## config.mk

```make
export PLATFORM = sky130hd
export DESIGN_NAME = strq_sequencer
export DESIGN_NICKNAME = d
export VERILOG_FILES = /design/src/sv/strq_pkg.sv /design/src/sv/strq_sequencer.sv
export SDC_FILE = /design/constraint.sdc
export NUM_CORES = 1
export LEC_CHECK = 0
export BUFFER_PORTS_ARGS = -buffer_cell sky130_fd_sc_hd__buf_2
export CORE_MARGIN = 3
export CORE_UTILIZATION = 51
export DETAILED_ROUTE_END_ITERATION = 10
export HOLD_SLACK_MARGIN = 0.08
export PLACE_DENSITY_LB_ADDON = 0.12
export SYNTH_ARGS = -nofsm -noshare
export SYNTH_HDL_FRONTEND = slang
export SYNTH_SLANG_ARGS = --single-unit
```

## constraint.sdc

```tcl
create_clock -name clk -period 3.34 [get_ports clk]
set_clock_uncertainty 0.15 [all_clocks]
set_input_delay 0.167 -clock clk [delete_from_list [all_inputs] [get_ports clk]]
set_output_delay 0.167 -clock clk [all_outputs]
set_load 0.02 [all_outputs]
```

## src/sv/strq_pkg.sv

```systemverilog
`default_nettype none

package strq_pkg;

    localparam int DATA_W         = 32;
    localparam int KIND_W         = 2;
    localparam int INDEX_W        = 10;
    localparam int END_W          = 11;
    localparam int CFG_IDX_W      = 1;
    localparam int CFG_DATA_W     = 1;
    localparam int DEFAULT_LEAVES = 1024;

    localparam logic [CFG_IDX_W-1:0] CFG_COMBINE = 1'd0;
    localparam logic [CFG_IDX_W-1:0] CFG_APPLY   = 1'd1;

    localparam logic COMB_MIN  = 1'b0;
    localparam logic COMB_SUM  = 1'b1;
    localparam logic APPLY_SET = 1'b0;
    localparam logic APPLY_ADD = 1'b1;

    localparam logic [DATA_W-1:0] MIN_IDENT = 32'h7FFF_FFFF;
    localparam logic [DATA_W-1:0] SUM_IDENT = 32'h0000_0000;

    typedef enum logic [KIND_W-1:0] {
        KIND_UPDATE = 2'd0,
        KIND_QUERY  = 2'd1,
        KIND_READ   = 2'd2
    } kind_t;

    typedef enum logic [3:0] {
        STEP_CLEAR,
        STEP_IDLE,
        STEP_UPD_READ,
        STEP_UPD_LEAF,
        STEP_UPD_CLIMB,
        STEP_QRY_TEST,
        STEP_QRY_STEP,
        STEP_RD_READ,
        STEP_RD_LOAD,
        STEP_EMIT
    } step_t;

    typedef enum logic [1:0] {
        RA_LO,
        RA_LO_SIB,
        RA_PAR_SIB,
        RA_HI_DEC
    } rsel_t;

    typedef enum logic [1:0] {
        WR_NONE,
        WR_CLEAR,
        WR_LEAF,
        WR_PARENT
    } wsel_t;

    typedef enum logic [2:0] {
        ACC_HOLD,
        ACC_LEAF,
        ACC_PARENT,
        ACC_LO_ODD,
        ACC_HI_TAKE,
        ACC_LOAD
    } accop_t;

    typedef enum logic [1:0] {
        PTR_HOLD,
        PTR_INC,
        PTR_UP,
        PTR_QSTEP
    } ptrop_t;

    typedef enum logic [2:0] {
        BR_NEXT,
        BR_ALWAYS,
        BR_DISPATCH,
        BR_LO_GE4,
        BR_LO_GE_HI,
        BR_CLR_MORE,
        BR_OUT_BUSY
    } cond_t;

    typedef struct packed {
        rsel_t  rsel;
        wsel_t  wsel;
        accop_t accop;
        ptrop_t ptrop;
        logic   emit;
        cond_t  cond;
        step_t  target;
        logic   ret;
    } ctrl_t;

    typedef struct packed {
        logic idx_ok;
        logic q_ok;
        logic clr_start;
        logic lo_ge4;
        logic lo_ge_hi;
        logic clr_more;
        logic out_busy;
    } status_t;

    localparam ctrl_t CTRL_NOP = '{
        rsel:   RA_LO,
        wsel:   WR_NONE,
        accop:  ACC_HOLD,
        ptrop:  PTR_HOLD,
        emit:   1'b0,
        cond:   BR_NEXT,
        target: STEP_IDLE,
        ret:    1'b0
    };

    function automatic logic [DATA_W-1:0] strq_ident(input logic op);
        return (op == COMB_SUM) ? SUM_IDENT : MIN_IDENT;
    endfunction

    function automatic logic [DATA_W-1:0] strq_combine(
        input logic              op,
        input logic [DATA_W-1:0] a,
        input logic [DATA_W-1:0] b
    );
        if (op == COMB_SUM)
        begin
            return a + b;
        end
        return ($signed(a) < $signed(b)) ? a : b;
    endfunction

    function automatic logic [DATA_W-1:0] strq_apply(
        input logic              op,
        input logic [DATA_W-1:0] leaf,
        input logic [DATA_W-1:0] operand
    );
        return (op == APPLY_ADD) ? leaf + operand : operand;
    endfunction

endpackage

`default_nettype wire

```

## src/sv/strq_sequencer.sv

```systemverilog
`default_nettype none

module strq_sequencer (
    input  wire logic                         clk,
    input  wire logic                         rst_n,
    input  wire logic                         accept,
    input  wire logic [strq_pkg::KIND_W-1:0]  kind,
    input  wire logic                         cfg_valid,
    input  wire strq_pkg::status_t            status,
    output strq_pkg::ctrl_t                   ctrl,
    output logic                              in_ready,
    output strq_pkg::step_t                   step
);
    import strq_pkg::*;

    step_t upc_reg;
    step_t upc_next;
    step_t dispatch_step;
    logic  taken;

    function automatic ctrl_t ucode(input step_t s);
        ctrl_t w;
        w = CTRL_NOP;
        case (s)
            STEP_CLEAR:
            begin
                w.wsel   = WR_CLEAR;
                w.ptrop  = PTR_INC;
                w.cond   = BR_CLR_MORE;
                w.target = STEP_CLEAR;
            end
            STEP_IDLE:
            begin
                w.cond = BR_DISPATCH;
            end
            STEP_UPD_READ:
            begin
                w.rsel = RA_LO;
            end
            STEP_UPD_LEAF:
            begin
                w.rsel  = RA_LO_SIB;
                w.wsel  = WR_LEAF;
                w.accop = ACC_LEAF;
            end
            STEP_UPD_CLIMB:
            begin
                w.rsel   = RA_PAR_SIB;
                w.wsel   = WR_PARENT;
                w.accop  = ACC_PARENT;
                w.ptrop  = PTR_UP;
                w.cond   = BR_LO_GE4;
                w.target = STEP_UPD_CLIMB;
                w.ret    = 1'b1;
            end
            STEP_QRY_TEST:
            begin
                w.rsel   = RA_LO;
                w.accop  = ACC_HI_TAKE;
                w.cond   = BR_LO_GE_HI;
                w.target = STEP_EMIT;
            end
            STEP_QRY_STEP:
            begin
                w.rsel   = RA_HI_DEC;
                w.accop  = ACC_LO_ODD;
                w.ptrop  = PTR_QSTEP;
                w.cond   = BR_ALWAYS;
                w.target = STEP_QRY_TEST;
            end
            STEP_RD_READ:
            begin
                w.rsel = RA_LO;
            end
            STEP_RD_LOAD:
            begin
                w.accop = ACC_LOAD;
            end
            STEP_EMIT:
            begin
                w.emit   = 1'b1;
                w.cond   = BR_OUT_BUSY;
                w.target = STEP_EMIT;
                w.ret    = 1'b1;
            end
            default:
            begin
                w.cond   = BR_ALWAYS;
                w.target = STEP_IDLE;
            end
        endcase
        return w;
    endfunction

    assign ctrl     = ucode(upc_reg);
    assign in_ready = (upc_reg == STEP_IDLE) && !cfg_valid;
    assign step     = upc_reg;

    always_comb
    begin
        case (kind_t'(kind))
            KIND_UPDATE: dispatch_step = status.idx_ok ? STEP_UPD_READ : STEP_IDLE;
            KIND_QUERY:  dispatch_step = status.q_ok ? STEP_QRY_TEST : STEP_EMIT;
            KIND_READ:   dispatch_step = status.idx_ok ? STEP_RD_READ : STEP_EMIT;
            default:     dispatch_step = STEP_IDLE;
        endcase

        case (ctrl.cond)
            BR_NEXT:     taken = 1'b0;
            BR_ALWAYS:   taken = 1'b1;
            BR_DISPATCH: taken = 1'b0;
            BR_LO_GE4:   taken = status.lo_ge4;
            BR_LO_GE_HI: taken = status.lo_ge_hi;
            BR_CLR_MORE: taken = status.clr_more;
            BR_OUT_BUSY: taken = status.out_busy;
            default:     taken = 1'b0;
        endcase

        if (status.clr_start)
        begin
            upc_next = STEP_CLEAR;
        end
        else if (ctrl.cond == BR_DISPATCH)
        begin
            upc_next = accept ? dispatch_step : STEP_IDLE;
        end
        else if (taken)
        begin
            upc_next = ctrl.target;
        end
        else if (ctrl.ret)
        begin
            upc_next = STEP_IDLE;
        end
        else
        begin
            upc_next = step_t'(upc_reg + 4'd1);
        end
    end

    always_ff @(posedge clk or negedge rst_n)
    begin
        if (!rst_n)
        begin
            upc_reg <= STEP_CLEAR;
        end
        else
        begin
            upc_reg <= upc_next;
        end
    end

endmodule

`default_nettype wire

```

==> metrics.md <==
| Metric | Value |
|---|---|
| Maximum vdd ir drop | just over 0.7 mV |
| Endpoint type of the worst setup path | flop |
| Nets | 168 |
| Port Buffer Count | 34 |
| Synthesized instance count | approximately 120 |
| Layout Utilization | 0.660 |
| Switching share of power | 0.582 |
| Placed Cells | approximately 160 |
| Fin. Hold Viols | 0 |
| Headroom to the max-slew limit | 0.534 |
| P per Cell Area | 1000 nW/µm² |
| Hold wc startpoint | status[6] |
| WHS Path Cells | 3 |
| Gpl congestion | 0.841 |
| Outcome | finished, final reports clean |
| Power Internal | 427 µW |
| Period utilisation layout | 0.754 |
| N_diodes | 0 |
| Final ANT Viol Nets | 0 |
| Num rows | 14 |
| Grt total ovfl | 0 |
| Post-CTS Hold Fix Bufs | 2 |
| H-tree depth | 1 |
| Clock network latency to the later pin of the worst-skew pair | 230 ps |
| Design Area, Final | a little over 1000 µm² |
| Synth warn | 0 |
| CP Class | flop to flop |
| # IOs | 36 |
| Post-CTS setup buffer count | 0 |
| Sequential area share after synthesis | 0.118 |
| P_leak | 0.577 nW |
| Max Cap Violations | 0 |
| Final Critical Period | between 2000 and 3000 ps |
| Global Route Usage Sum | 0.191 |
| CP Data Arrival Time | 2500 ps |
| Peak Freq | approximately 400 MHz |
| CORE AREA | 1540 µm² |
| Worst slack, placed | 831 ps |
| Worst-Margin Slew | around 700 ps |
| Final setup margin | 823 ps |
| Most used DFF post-synth | dfrtp_1 |
| Number of remaining DRC errors | 0 |
| Die area | 2190 µm² |
| Worst-path clk slew | 40 ps |
| Number of synthesized flops with an enable pin | 0 |
| CP max FO | 16 |
| Fin Setup TNS | 0 ps |
| Synth Area per Inst | 7.39 µm² |
| NetSw | 594 µW |
| FF-to-FF path depth | 7 |
| Layout area overhead | 19.7% |
| Max reg flops | 4 |
| Reg2reg start | step[0]$_DFF_PN0_ |
| Vias | 887 |
| Max Root-Sink Buffers | 2 |
| Starting DRT DRC Count | 11 |
| Gate power share | 0.829 |
| Most common cell after layout, fill and taps aside | buf_2 |
| Commonest cells after routing, fill and taps aside | 34 x buf_2, 15 x nand2_1, 13 x inv_1, 9 x a21oi_1, 8 x ha_1 |
| CP Data Required Time | about 3300 ps |
| Mapped Area | 850 µm² |
| Starting Density | 0.551 |
| Total routed wirelength | 1950 µm |
| CTS Buf Count | 3 |
| Register bit total from synthesis | 4 |
| TritonCTS clock tree | built |
| Synthesized net count | roughly 140 |
| Global-route wire length before repair | 3100 µm |
| TritonCTS Sinks | 4 |
| Cell variety after synth | 38 |
| Resize count post-CTS | 0 |
| Worst min path class | input pin to flop |
| Layout cells sized above 1 | 0.303 |
| Overall die width | 46.8 µm |
| Largest net degree at the start of global routing | 24 |
| Worst Setup SP | step[0]$_DFF_PN0_ |
| Slew Viols, Final | 0 |
| RSZ-0062 raised after global routing | false |
| WL/cell | 12.1 µm |
| Ys async rst share | 1.00 |
| Vias in the first global route | 723 |
| Die H | 46.8 µm |
| Initial antenna violation count | 0 |
| Clock power share | 0.056 |
| DP Area | between 900 and 1000 µm² |
| Pre-Repair DR Iteration Count | 4 |
| Final setup viols | 0 |
| Root Driver | clkbuf_4 |
| Sequential power share | 0.115 |
| Vias per cell | 5.51 |
| Non-Filler Instances | 161 |
| Crit start category | flop |
| DP HPWL | ~1500 µm |
-- critical path, stage by stage, from the launching register on --
cell      delay (ps)
dfrtp_1          420
inv_1            110
ha_1             530
nand2b_1         190
o311a_1          370
a21boi_1         150
a22o_4           250
a221oi_2         260
-- layer usage --
metal | global-route usage | share of wire | vias to the layer above
li1 | - | - | 458
met1 | 0.255 | 0.44 | 399
met2 | 0.331 | 0.49 | 30
met3 | 0.00383 | 0.065 | 0
met4 | 0.0663 | 0 | 0
met5 | 0 | 0 | -
-- cells by family after synthesis --
family                   share of synthesized area
multiplexers                                0.0353
XOR/XNOR                                    0.0103
flip-flops                                   0.118
AO/OA/AOI/OAI                                0.343
buffers and inverters                        0.134
AND/OR/NAND/NOR                              0.225
adder cells (fa/ha/maj)                      0.130
other                                      0.00441
-- stage by stage --
| stage | power, mW | hold WS [ps] |
|---|---|---|
| final | 1.02 | 97.4 |
| after global routing | 1.12 | 100 |
| after CTS | 1.02 | 89.8 |
| after detailed placement | 0.960 | -176 |
| after global placement | 0.946 | -176 |
| after floorplan | 0.793 | -279 |
-- cells in the mapped netlist (2+ instances only) --
master / number / area (µm²)
nor3_1: 3 / 15.0
a22o_1: 3 / 26.3
dfrtp_1: 4 / 100
o21a_1: 4 / 30.0
o21ai_0: 3 / 15.0
nor2_1: 5 / 18.8
ha_1: 8 / 100
o21ai_1: 2 / 10.0
nand2b_1: 6 / 37.5
buf_6: 2 / 22.5
buf_4: 3 / 22.5
a21oi_1: 9 / 45.0
buf_2: 4 / 20.0
nor2b_1: 3 / 18.8
mux2i_1: 3 / 30.0
inv_1: 13 / 48.8
a31oi_1: 2 / 12.5
nand2_1: 15 / 56.3
nand3b_1: 4 / 30.0
-- path summary, 6_finish.rpt --
check | to | slack (ps)
min in group asynchronous | step[2]$_DFF_PN0_ | 110
max | step[3]$_DFF_PN0_ | 820
min reg2reg | step[0]$_DFF_PN0_ | 510
max reg2reg | step[3]$_DFF_PN0_ | 820
min | step[1]$_DFF_PN0_ | 100
max in group asynchronous | step[0]$_DFF_PN0_ | 2810
-- power by group through the flow --
| stage | combinational [mW] | sequential [mW] | clock, mW |
|---|---|---|---|
| 2_1_floorplan | 0.686 | 0.107 | 0 |
| 3_3_place_gp | 0.831 | 0.114 | 0 |
| 3_5_place_dp | 0.842 | 0.118 | 0 |
| 4_1_cts | 0.847 | 0.117 | 0.0606 |
| 5_1_grt | 0.932 | 0.124 | 0.0660 |
| 6_report | 0.846 | 0.117 | 0.0575 |
-- layout make-up --
type,count,area (µm²)
multi-input cells,89,636
fillers,152,524
repair buffers,36,190
flip-flops and latches,4,100
inverters,13,48.8
clock buffers,3,22.5
well taps,16,20.0
No activity file was read; power rests on OpenSTA's default activity.
